### config.mk
export PLATFORM = sky130hd
export DESIGN_NAME = sapc_cell
export DESIGN_NICKNAME = d
export VERILOG_FILES = /design/src/sv/sapc_pkg.sv /design/src/sv/sapc_cell.sv
export SDC_FILE = /design/constraint.sdc
export NUM_CORES = 1
export LEC_CHECK = 0
export BUFFER_PORTS_ARGS = -buffer_cell sky130_fd_sc_hd__buf_2
export CORE_ASPECT_RATIO = 1.75
export CORE_UTILIZATION = 30
export DETAILED_ROUTE_END_ITERATION = 10
export GPL_ROUTABILITY_DRIVEN = 0
export SYNTH_ARGS = -nofsm -noshare
export SYNTH_HDL_FRONTEND = slang
export SYNTH_SLANG_ARGS = --single-unit
### constraint.sdc
create_clock -name clk -period 4.5 [get_ports clk]
set_clock_uncertainty 0.15 [all_clocks]
set_input_delay 0.45 -clock clk [delete_from_list [all_inputs] [get_ports clk]]
set_output_delay 0.45 -clock clk [all_outputs]
set_load 0.01 [all_outputs]
### src/sv/sapc_pkg.sv
// ----------------------------------------------------------------------------
// sapc_pkg: shared types and constants for the source address packet counter
// Holds the command and result codes, the field widths and the record that
// travels down the chain of table cells.
// ----------------------------------------------------------------------------
package sapc_pkg;

    localparam int ADDR_W          = 32;
    localparam int COUNT_W         = 32;
    localparam int SLOT_W          = 6;
    localparam int USED_W          = 7;
    localparam int TABLE_DEPTH_DEF = 64;

    typedef enum logic
    {
        CMD_COUNT = 1'b0,
        CMD_READ  = 1'b1
    } cmd_t;

    typedef enum logic [2:0]
    {
        ST_HIT   = 3'd0,
        ST_NEW   = 3'd1,
        ST_FULL  = 3'd2,
        ST_READ  = 3'd3,
        ST_EMPTY = 3'd4
    } status_t;

    // One item in flight along the chain, with the result gathered so far.
    typedef struct packed
    {
        cmd_t               cmd;
        logic [ADDR_W-1:0]  key;
        logic [SLOT_W-1:0]  rslot;
        logic               done;
        status_t            status;
        logic [SLOT_W-1:0]  slot;
        logic [ADDR_W-1:0]  addr;
        logic [COUNT_W-1:0] count;
    } item_t;

endpackage

### src/sv/sapc_cell.sv
// ----------------------------------------------------------------------------
// sapc_cell: one table slot of the packet counter chain
// Holds one address and its count, acts on the item passing through and
// registers the item for the next cell.
// ----------------------------------------------------------------------------
module sapc_cell #(
    parameter int IDX   = 0,
    parameter int CNT_W = 7
) (
    input  logic                clk,
    input  logic                rst_n,
    input  logic                en,
    input  logic                in_valid,
    input  sapc_pkg::item_t     in_item,
    input  logic [CNT_W-1:0]    in_used,
    output logic                out_valid,
    output sapc_pkg::item_t     out_item,
    output logic [CNT_W-1:0]    out_used
);

    localparam int SLOT_W = sapc_pkg::SLOT_W;
    localparam int COUNT_W = sapc_pkg::COUNT_W;
    localparam logic [SLOT_W-1:0] IDX_LOW = SLOT_W'(IDX);
    localparam bit READABLE = (IDX < (1 << SLOT_W));

    logic                          occ_reg, occ_next;
    logic [sapc_pkg::ADDR_W-1:0]   addr_reg, addr_next;
    logic [COUNT_W-1:0]            cnt_reg, cnt_next;
    logic                          valid_reg;
    sapc_pkg::item_t               item_reg, item_next;
    logic [CNT_W-1:0]              used_reg, used_next;
    logic [COUNT_W-1:0]            cnt_inc;

    assign cnt_inc = (cnt_reg == {COUNT_W{1'b1}}) ? cnt_reg : cnt_reg + COUNT_W'(1);

    always_comb
    begin
        item_next = in_item;
        used_next = in_used;
        occ_next  = occ_reg;
        addr_next = addr_reg;
        cnt_next  = cnt_reg;
        if (in_valid)
        begin
            if (occ_reg)
            begin
                used_next = in_used + CNT_W'(1);
            end
            if (in_item.cmd == sapc_pkg::CMD_READ)
            begin
                if (READABLE && occ_reg && (in_item.rslot == IDX_LOW))
                begin
                    item_next.done   = 1'b1;
                    item_next.status = sapc_pkg::ST_READ;
                    item_next.slot   = IDX_LOW;
                    item_next.addr   = addr_reg;
                    item_next.count  = cnt_reg;
                end
            end
            else if (!in_item.done)
            begin
                if (occ_reg && (addr_reg == in_item.key))
                begin
                    cnt_next         = cnt_inc;
                    item_next.done   = 1'b1;
                    item_next.status = sapc_pkg::ST_HIT;
                    item_next.slot   = IDX_LOW;
                    item_next.addr   = addr_reg;
                    item_next.count  = cnt_inc;
                end
                else if (!occ_reg)
                begin
                    // First free slot in the row: the address settles here.
                    occ_next         = 1'b1;
                    addr_next        = in_item.key;
                    cnt_next         = COUNT_W'(1);
                    used_next        = in_used + CNT_W'(1);
                    item_next.done   = 1'b1;
                    item_next.status = sapc_pkg::ST_NEW;
                    item_next.slot   = IDX_LOW;
                    item_next.addr   = in_item.key;
                    item_next.count  = COUNT_W'(1);
                end
            end
        end
    end

    always_ff @(posedge clk or negedge rst_n)
    begin
        if (!rst_n)
        begin
            occ_reg   <= 1'b0;
            valid_reg <= 1'b0;
        end
        else if (en)
        begin
            occ_reg   <= occ_next;
            valid_reg <= in_valid;
        end
    end

    always_ff @(posedge clk)
    begin
        if (en)
        begin
            addr_reg <= addr_next;
            cnt_reg  <= cnt_next;
            item_reg <= item_next;
            used_reg <= used_next;
        end
    end

    assign out_valid = valid_reg;
    assign out_item  = item_reg;
    assign out_used  = used_reg;

endmodule

==> reports/results.txt, run 1 <==
slowest CP cell -> nor4_2
status -> finished, final reports clean
Setup-failing EPs final -> 0
die area -> 30000 um2
initial antenna violation count -> 3
largest family of logic cells by synthesized area -> compound AO/OA/AOI/OAI gates
fmax -> 288 MHz
Pwr Density -> 350 nW/um2
Top Metal Used -> met5
Setup crit start kind -> flip-flop
WL/cell -> 20.0 um
vias per std cell -> 5.05
Synth area leaders -> edfxtp_1, xnor2_1, a22o_1
Clk Latency, worst-skew pair -> 0.45 ns
DRC Markers -> 0
unique cell type count in the Yosys netlist -> 57
Reg2Reg Launch Point -> addr_reg[29]
hold_sp -> in_item[75]
Combinational Power Share -> 8.4%
Synth top area share -> 62.9%
EDFF count, synth -> 184
post-layout util -> 38.5%
CTS tree -> built
nature of the critical path endpoint -> flip-flop
crit-path cells -> xnor2_1, nand4_1, nor4_2, nand2_1, buf_4, a21boi_1, o21ai_4, buf_4, a221o_1
largest net degree at the start of global routing -> 84
1st-pass router iterations -> 4
post-synth top area cell -> edfxtp_1
Crit path max-delay family -> compound AO/OA/AOI/OAI gates
via count -> 6560
Resized Gates After CTS -> 0
final-report max-slew violation count -> 0
most frequent CP cell -> buf_4
Int Pwr -> 3.00 mW
XOR/XNOR share of the synthesized area -> 6.18%
area grow syn2layout -> 25.8%
kind of critical path -> flip-flop to flip-flop
Port-buffer cells -> 244
Buf+Inv Stages, Crit Path -> 2
critical path launch point -> addr_reg[29]
final worst path period share -> 77.2%
Worst Path Arrival -> 3.51 ns
Synth Register Bits -> 186
clk buf depth -> 2
Worst Max-Slew Pin Slew -> 1.08 ns
Global Route Usage Sum -> 17.7%
CTS Root Buffer Type -> clkbuf_16
Worst EP required -> 4.54 ns
Compound-Gate Fraction of Synth Area -> 14.0%
Max-slew headroom -> 28.3%
grt ovf -> 0
Seq pwr share -> 51.7%
VDD IR max -> 0.261 mV
Avg Inst Size Synth -> 13.1 um2
setup_tns -> 0 ns
Num CTS Buffers -> 17
Max Fanout on Critical Path -> 26
Mapped Cells -> 669
ratio of cells with drive above 1 in the final layout -> 33.1%
Largest register FFs -> 113
Initial Util -> 30.6%
post-DP HPWL -> 19600 um
fillcell total -> 2793
Rows -> 82
Post-Route WL -> 26000 um
core area -> 28700 um2
Synth Area in Simple Gates -> 12.9%
Hold/Removal Path Class -> input pin to flip-flop
vias in the first global route -> 6596
met1 WL -> 9400 um
Syn Std Cell Area -> 8780 um2
mux contribution to synthesized area -> 0.726%
fin crit period -> 3.48 ns
Post-Synth Adder-Cell Area -> 0.570%
Net Sw Frac -> 22.6%
Clock transition at path regs -> 0.07 ns
register area share after synthesis -> 63.5%
Psw -> 872 uW
WL met3 -> 931 um
Sink Count -> 186
Setup WS post-layout -> 1.02 ns
antenna viol nets, final -> 0
clock network fraction of design power -> 39.9%
Post-Syn Nets -> 797
number of hold violations in the final report -> 0
leakage -> 4.12 nW
Met2 Wirelength -> 14900 um
RSZ-0062 raised after global routing -> no
IO Pins -> 245
Setup WS pre-CTS -> 0.741 ns
Async S/R FF share, synth -> 1.08%
Iter 0 DRT Violations -> 351
Primary FF master, synth -> edfxtp_1
MaxCap Viol Count -> 0
CP peak stage delay -> 0.52 ns
warnings from Yosys -> 0
die width -> 131 um
Fin Hold WS -> 0.0511 ns
htree depth -> 4
nets -> 1034
Die Y -> 228 um
first-pass GRT wire length -> 39500 um
path summary, 6_finish.rpt:
kind | endpoint | cells past startpoint | slack [ns]
max | out_item[57] | 9 | 1.02
min | out_item[75] | 1 | 0.05
max reg2reg | out_item[57] | 9 | 1.02
min reg2reg | out_valid | 1 | 0.36
max in group asynchronous | out_valid | 2 | 3.86
min in group asynchronous | occ_reg | 2 | 0.22
cell usage after synthesis, drive strengths merged (7+ instances only):
master / n
nand4: 23
edfxtp: 184
inv: 7
buf: 14
and3: 14
a21oi: 20
nor4: 12
nor3: 14
xnor2: 56
nand3: 23
a221o: 32
nand2: 29
a22o: 51
clkbuf: 25
o21ai: 19
o22ai: 7
and2: 11
nor2: 58
logic make-up (layout without fill, tap and decap cells):
| kind of cell | after synthesis | count (layout) |
|---|---|---|
| other | 0 | 3 |
| multiplexers | 6 | 6 |
| AND/OR/NAND/NOR | 209 | 209 |
| flip-flops | 186 | 186 |
| XOR/XNOR | 62 | 62 |
| adder cells (fa/ha/maj) | 4 | 4 |
| AO/OA/AOI/OAI | 156 | 156 |
| buffers and inverters | 46 | 296 |
worst reg2reg max path, cell delays in order, from the launching register on:
cell      delay (ns)
edfxtp_1        0.41
xnor2_1         0.43
nand4_1         0.17
nor4_2          0.52
nand2_1         0.13
buf_4           0.20
a21boi_1        0.29
o21ai_4         0.20
buf_4           0.33
a221o_1         0.39
cells in the final DEF, fill, tap and decap left out, types with 14 or more instances in the layout:
master / Yosys / final
buf_2: 10 / 243
edfxtp_1: 184 / 184
nor2_1: 56 / 56
xnor2_1: 56 / 56
a22o_1: 51 / 51
a221o_1: 32 / 32
nand2_1: 29 / 29
nand3_1: 23 / 23
nand4_1: 21 / 21
a21oi_1: 19 / 18
o21ai_0: 17 / 17
clkbuf_16: 0 / 17
and3_1: 14 / 14
through the flow:
step | power [mW] | std cells | cell area, um2
finish | 3.87 | 1300 | 11100
CTS | 3.91 | 1297 | 11000
global placement | 2.36 | 1264 | 10400
global route | 3.98 | 1299 | 11000
detailed placement | 2.37 | 1264 | 10400
floorplan | 2.16 | 669 | 8780
metal layers:
metal	track usage [%]	vias up
li1	-	3094
met1	18.2	3243
met2	34.2	182
met3	3.64	39
met4	7.56	2
met5	0	-
timing repair:
item                                   in CTS  in global routing
hold buffers                                1                  0
buffers inserted                            0                  0
endpoints found under the hold margin       2                  0
power groups by stage:
stage	clock, mW	combinational (mW)	sequential (mW)
after detailed placement	0	0.327	2.04
after floorplan	0	0.0837	2.08
after CTS	1.58	0.328	2.00
after global placement	0	0.323	2.04
final	1.54	0.323	2.00
after global routing	1.63	0.348	2.01
final cells by class:
cell class / count / area [um2] / area share, %
flip-flops and latches: 186 / 5580 / 50.5
multi-input cells: 437 / 3030 / 27.5
repair buffers: 257 / 1340 / 12.1
well taps: 378 / 473 / 4.28
clock buffers: 17 / 425 / 3.85
clock inverters: 15 / 173 / 1.56
inverters: 7 / 26.3 / 0.238
diodes: 3 / 7.51 / 0.0679
No activity file was read; power rests on OpenSTA's default activity.
==> run 2: changes to the inputs <==
Settings changed: ABC_AREA set to 1.
Clock period 4.5 ns to 3 ns, I/O delays scaled along.
==> reports/results.txt, run 2 <==
status -> finished, final reports clean
nature of the critical path endpoint -> flip-flop
antenna viol nets, final -> 0 (unchanged)
Combinational Power Share -> 12.2% (+3.8 points)
vias in the first global route -> 9902 (+50%)
Iter 0 DRT Violations -> 715 (+100%)
Pwr Density -> 442 nW/um2 (+26%)
Int Pwr -> 4.65 mW (+55%)
ratio of cells with drive above 1 in the final layout -> 22.5% (-11 points)
nets -> 1713 (+66%)
fmax -> 364 MHz
Post-Route WL -> 36000 um (+38%)
kind of critical path -> input pin to flip-flop
unique cell type count in the Yosys netlist -> 46 (-19%)
Setup crit start kind -> input pin
Synth area leaders -> edfxtp_1, nand2_1, inv_1
WL/cell -> 17.4 um (-13%)
fillcell total -> 3493 (+25%)
Synth Register Bits -> 186 (unchanged)
clk buf depth -> 2 (unchanged)
Post-Syn Nets -> 1389 (+74%)
final-report max-slew violation count -> 0 (unchanged)
count leader, synth -> nand2_1
clock network fraction of design power -> 38.9% (-1.0 points)
Worst EP required -> 3.07 ns (-1.47 ns)
core area -> 35200 um2 (+22%)
post-DP HPWL -> 26300 um (+34%)
register area share after synthesis -> 52.2% (-11 points)
Setup-failing EPs final -> 0 (unchanged)
fin crit period -> 2.75 ns
Max-slew headroom -> 54.4% (+26 points)
die area -> 36400 um2 (+21%)
Clk Latency, worst-skew pair -> 0.46 ns (about the same)
number of hold violations in the final report -> 0 (unchanged)
Avg Inst Size Synth -> 8.46 um2 (-36%)
via count -> 10154 (+55%)
Largest register FFs -> 113 (unchanged)
EDFF count, synth -> 184 (unchanged)
highest-count cells in the layout ignoring fill and taps -> nand2_1, buf_2, edfxtp_1
Seq pwr share -> 49.0% (-2.7 points)
Mapped Cells -> 1261 (+88%)
Net Sw Frac -> 24.6% (+2.1 points)
DRC Markers -> 0 (unchanged)
grt ovf -> 0 (unchanged)
largest net degree at the start of global routing -> 92 (+9.5%)
CTS Root Buffer Type -> clkbuf_16
Hold/Removal Path Class -> input pin to flip-flop
Sink Count -> 186 (unchanged)
VDD IR max -> 0.282 mV (+8.2%)
top cells by count, synth -> nand2_1, edfxtp_1, inv_1
Psw -> 1.52 mW (+74%)
setup_tns -> 0 ns (unchanged)
Initial Util -> 30.3% (-0.24 points)
Worst Path Arrival -> 2.81 ns (-0.70 ns)
Worst Max-Slew Pin Slew -> 0.683 ns (-0.392 ns)
Synth top area share -> 51.8% (-11 points)
RSZ-0062 raised after global routing -> no
commonest non-fill, non-tap cell in the layout -> nand2_1
IO Pins -> 245 (unchanged)
warnings from Yosys -> 0 (unchanged)
htree depth -> 4 (unchanged)
Num CTS Buffers -> 17 (unchanged)
Die Y -> 252 um (+10%)
Max Fanout on Critical Path -> 46 (+77%)
MaxCap Viol Count -> 0 (unchanged)
post-synth top area cell -> edfxtp_1
initial antenna violation count -> 3 (unchanged)
first-pass GRT wire length -> 54200 um (+37%)
Fin Hold WS -> 0.0271 ns (-0.0240 ns)
Clock transition at path regs -> 0.07 ns (about the same)
Final Power -> 6.17 mW (+59%)
Syn Std Cell Area -> 10700 um2 (+22%)
die width -> 145 um (+10%)
area grow syn2layout -> 30.7%
Rows -> 91 (+11%)
final worst path period share -> 91.6%
post-CTS setup buffer count -> 0 (unchanged)
Global Route Usage Sum -> 20.2% (+2.4 points)
CTS tree -> built
Primary FF master, synth -> edfxtp_1
1st-pass router iterations -> 5 (+1)
vias per std cell -> 4.91 (-2.6%)
leakage -> 5.99 nW (+45%)
Port-buffer cells -> 244 (unchanged)
Async S/R FF share, synth -> 1.08% (unchanged)
run 2: cell count changes after synthesis, moves of 14 or more:
cell	delta
a31oi_1	+14
inv_1	+136
nand4_1	+38
o21ai_0	+23
o21ai_1	+44
nand2_1	+323
a22o_1	-51
a221o_1	-32
nor2_1	+47
nand3_1	+79
xnor2_1	-34
run 2: final cells by class:
class,count,area [um2],area share [%]
clock buffers,17,425,3.05
repair buffers,362,2380,17.1
diodes,3,7.51,0.0538
clock inverters,15,184,1.32
well taps,465,582,4.17
inverters,156,586,4.20
flip-flops and latches,186,5580,39.9
multi-input cells,862,4220,30.2
run 2: final timing paths:
check                             startpoint           end  slack (ns)  depth (start not counted)
worst max-delay path            in_item[103]  out_item[39]        0.25                         15
worst min-delay path              in_item[0]   out_item[0]        0.03                          3
worst max register to register  addr_reg[23]  out_item[39]        0.37                         13
worst min register to register     out_valid     out_valid        0.32                          2
max in group asynchronous              rst_n       occ_reg        2.54                          2
min in group asynchronous              rst_n     out_valid        0.07                          2
run 2: logic make-up (layout without fill, tap and decap cells):
kind of cell    Yosys count  in the layout  synth area share, %
buf+inv                 213            550                 8.43
xor+xnor                 27             27                 2.22
flops                   186            186                 52.2
other cells               0              3                    0
compound gates          147            147                 7.63
fa+ha+maj                 4              4                0.469
simple gates            684            684                 29.0
run 2: metrics by stage:
stage / util (%) / instances / worst slack (ns) / area, um2
final: 39.7 / 2066 / 0.252 / 14000
after CTS: 39.6 / 2063 / 0.233 / 13900
after floorplan: - / 1261 / 0.203 / 10700
after global routing: 39.7 / 2065 / 0.0336 / 14000
after global placement: 35.4 / 1944 / 0.328 / 12500
after detailed placement: 35.4 / 1944 / 0.318 / 12500
run 2: timing repair:
item                                    in CTS  in global routing
endpoints found under the setup margin       0                  0
gates resized for setup                      0                  0
hold buffers                                87                  0
endpoints found under the hold margin      120                  0
run 2: power groups by stage:
| stage | Clock, mW | Combinational [mW] | Sequential [mW] |
|---|---|---|---|
| after floorplan | 0 | 0.236 | 3.15 |
| after global placement | 0 | 0.648 | 3.08 |
| after detailed placement | 0 | 0.658 | 3.08 |
| after CTS | 2.45 | 0.754 | 3.02 |
| after global routing | 2.53 | 0.829 | 3.03 |
| final | 2.40 | 0.750 | 3.02 |
run 2: critical path: stages:
cell and delay (ns):
dlygate4sd3_1 0.54, buf_2 0.15, xnor2_1 0.17, nand2_1 0.12, nor2_1 0.16, nand2_1 0.09
nor2_1 0.14, nand2_1 0.18, nand2_2 0.13, nand2_2 0.05, buf_4 0.30, nand2_1 0.15
nand4_1 0.09, o21ai_1 0.12, inv_1 0.06
run 2: metal layers:
metal | routed length, um | track usage [%] | part of all wire [%]
met3 | 1500 | 3.34 | 4.2
met2 | 20300 | 38.7 | 56
met5 | 17 | 0 | 0.047
met4 | 1970 | 12.8 | 5.5
met1 | 12200 | 19.3 | 34
==> run 3: changes to the inputs <==
Settings changed: ABC_AREA 1 to not set.
==> reports/results.txt, run 3 (synthesis gave the netlist of run 1 again) <==
Port-buffer cells -> 244 (unchanged)
Worst R2R Path Depth -> 8 (-5)
area grow syn2layout -> 39.9%
Rows -> 82 (-9.9%)
Max Fanout on Critical Path -> 4 (-91%)
post-CTS setup buffer count -> 0 (unchanged)
clock network fraction of design power -> 38.7% (-0.2 points)
CTS Root Buffer Type -> clkbuf_16
nets -> 1157 (-32%)
vias in the first global route -> 7393 (-25%)
hold_sp -> in_item[43]
Net Sw Frac -> 22.1% (-2.6 points)
CTS tree -> built
clk buf depth -> 2 (unchanged)
Sink Count -> 186 (unchanged)
Clock transition at path regs -> 0.07 ns (about the same)
number of hold violations in the final report -> 0 (unchanged)
core area -> 28700 um2 (-18%)
Num CTS Buffers -> 17 (unchanged)
Int Pwr -> 4.58 mW (-1.5%)
final-report max-slew violation count -> 0 (unchanged)
WL/cell -> 19.9 um (+14%)
Setup WS pre-CTS -> 0.0113 ns (-0.306 ns)
dpl cells -> 1293 (-33%)
fmax -> 352 MHz (-3.4%)
Die Y -> 228 um (-9.2%)
fillcell total -> 2717 (-22%)
die width -> 131 um (-9.2%)
post-DP HPWL -> 20000 um (-24%)
Hold EP -> out_item[43]
kind of critical path -> input pin to flip-flop
IO Pins -> 245 (unchanged)
Worst Max-Slew Pin Slew -> 0.478 ns (-0.204 ns)
commonest non-fill, non-tap cell in the layout -> buf_2
Finished Layout Cells -> 1420 (-31%)
Max-slew headroom -> 68.0% (+14 points)
Setup-failing EPs final -> 0 (unchanged)
RSZ-0062 raised after global routing -> no
Combinational Power Share -> 10.2% (-2.0 points)
MaxCap Viol Count -> 0 (unchanged)
post-layout util -> 42.8% (+3.1 points)
die area -> 30000 um2 (-18%)
final worst path period share -> 94.8% (+3.2 points)
Largest register FFs -> 113 (unchanged)
Global Route Usage Sum -> 19.2% (-0.97 points)
Hold/Removal Path Class -> input pin to flip-flop
initial antenna violation count -> 2 (-1)
reg-to-reg slack, setup -> 0.25 ns (-0.12 ns)
Worst Path Arrival -> 2.89 ns (+0.08 ns)
WHS Path Cells -> 2 (-1)
highest-count cells in the layout ignoring fill and taps -> buf_2, edfxtp_1, dlygate4sd3_1
Seq pwr share -> 51.1% (+2.1 points)
largest net degree at the start of global routing -> 85 (-7.6%)
first-pass GRT wire length -> 42800 um (-21%)
htree depth -> 4 (unchanged)
VDD IR max -> 0.391 mV (+38%)
1st-pass router iterations -> 5 (unchanged)
nature of the critical path endpoint -> flip-flop
grt ovf -> 0 (unchanged)
Post-Route WL -> 28300 um (-21%)
Clk Latency, worst-skew pair -> 0.44 ns (-0.02 ns)
Iter 0 DRT Violations -> 405 (-43%)
Setup WS post-layout -> 0.156 ns (-0.0958 ns)
FF-to-FF End -> out_item[12]
Pwr Density -> 478 nW/um2 (+8.1%)
antenna viol nets, final -> 0 (unchanged)
setup_tns -> 0 ns (unchanged)
ratio of cells with drive above 1 in the final layout -> 32.3% (+9.8 points)
fin crit period -> 2.84 ns (+0.0958 ns)
DRC Markers -> 0 (unchanged)
Reg2Reg Launch Point -> addr_reg[30]
via count -> 7175 (-29%)
Worst EP required -> 3.04 ns (-0.03 ns)
vias per std cell -> 5.05 (+2.8%)
leakage -> 4.71 nW (-21%)
Initial Util -> 30.6% (+0.24 points)
status -> finished, final reports clean
Setup crit start kind -> input pin
Psw -> 1.30 mW (-15%)
==> run 3: how the worst max path moves through the flow <==
stage,to,start
final,out_item[12],in_item[86]
after floorplan,cnt_reg[0],addr_reg[6]
after CTS,out_item[10],in_item[102]
after global placement,out_item[11],in_item[109]
after global routing,out_item[12],in_item[92]
after detailed placement,out_item[25],in_item[109]
==> run 3: stage by stage <==
stage | area, um2 | hold slack (ns) | power [mW]
floorplan | 8790 | -0.146 | 3.25
global placement | 10700 | -0.0604 | 3.55
detailed placement | 10700 | -0.0576 | 3.56
CTS | 12200 | 0.00126 | 5.93
global route | 12300 | 0.0137 | 6.08
finish | 12300 | 0.0244 | 5.87
==> run 3: repair_timing <==
| action | 4_1_cts | 5_1_grt |
|---|---|---|
| hold endpoints to repair | 126 | 2 |
| setup endpoints to repair | 0 | 33 |
| hold buffers | 93 | 2 |
| gates resized for setup | 0 | 7 |
==> run 3: metal layers <==
layer  wire, um  GRT usage (%)
met5         13              0
met4       1300           10.7
met2      15700           36.0
met1      10100           19.5
met3       1230           4.01
==> run 3: worst max-delay path, cell delays in order <==
cell,delay (ns)
dlygate4sd3_1,0.54
buf_2,0.16
xnor2_1,0.17
buf_4,0.13
nand4_1,0.15
nor4_4,0.36
nand2_1,0.14
buf_4,0.16
a21oi_1,0.21
o21ai_1,0.18
a221o_1,0.40
==> run 3: power groups by stage <==
stage | logic (mW) | registers [mW] | clock network (mW)
2_1_floorplan | 0.126 | 3.12 | 0
3_3_place_gp | 0.492 | 3.06 | 0
3_5_place_dp | 0.499 | 3.06 | 0
4_1_cts | 0.597 | 3.00 | 2.33
5_1_grt | 0.645 | 3.01 | 2.42
6_report | 0.599 | 3.00 | 2.27
==> run 3: area by class of cell <==
cell class / count / area (um2) / area share (%)
sequential: 186 / 5580 / 45.4
multi-input combinational: 437 / 3080 / 25.1
timing repair buffer: 380 / 2540 / 20.7
tap: 378 / 473 / 3.85
clock buffer: 19 / 433 / 3.52
clock inverter: 12 / 150 / 1.22
inverter: 7 / 26.3 / 0.214
antenna: 1 / 2.50 / 0.0204
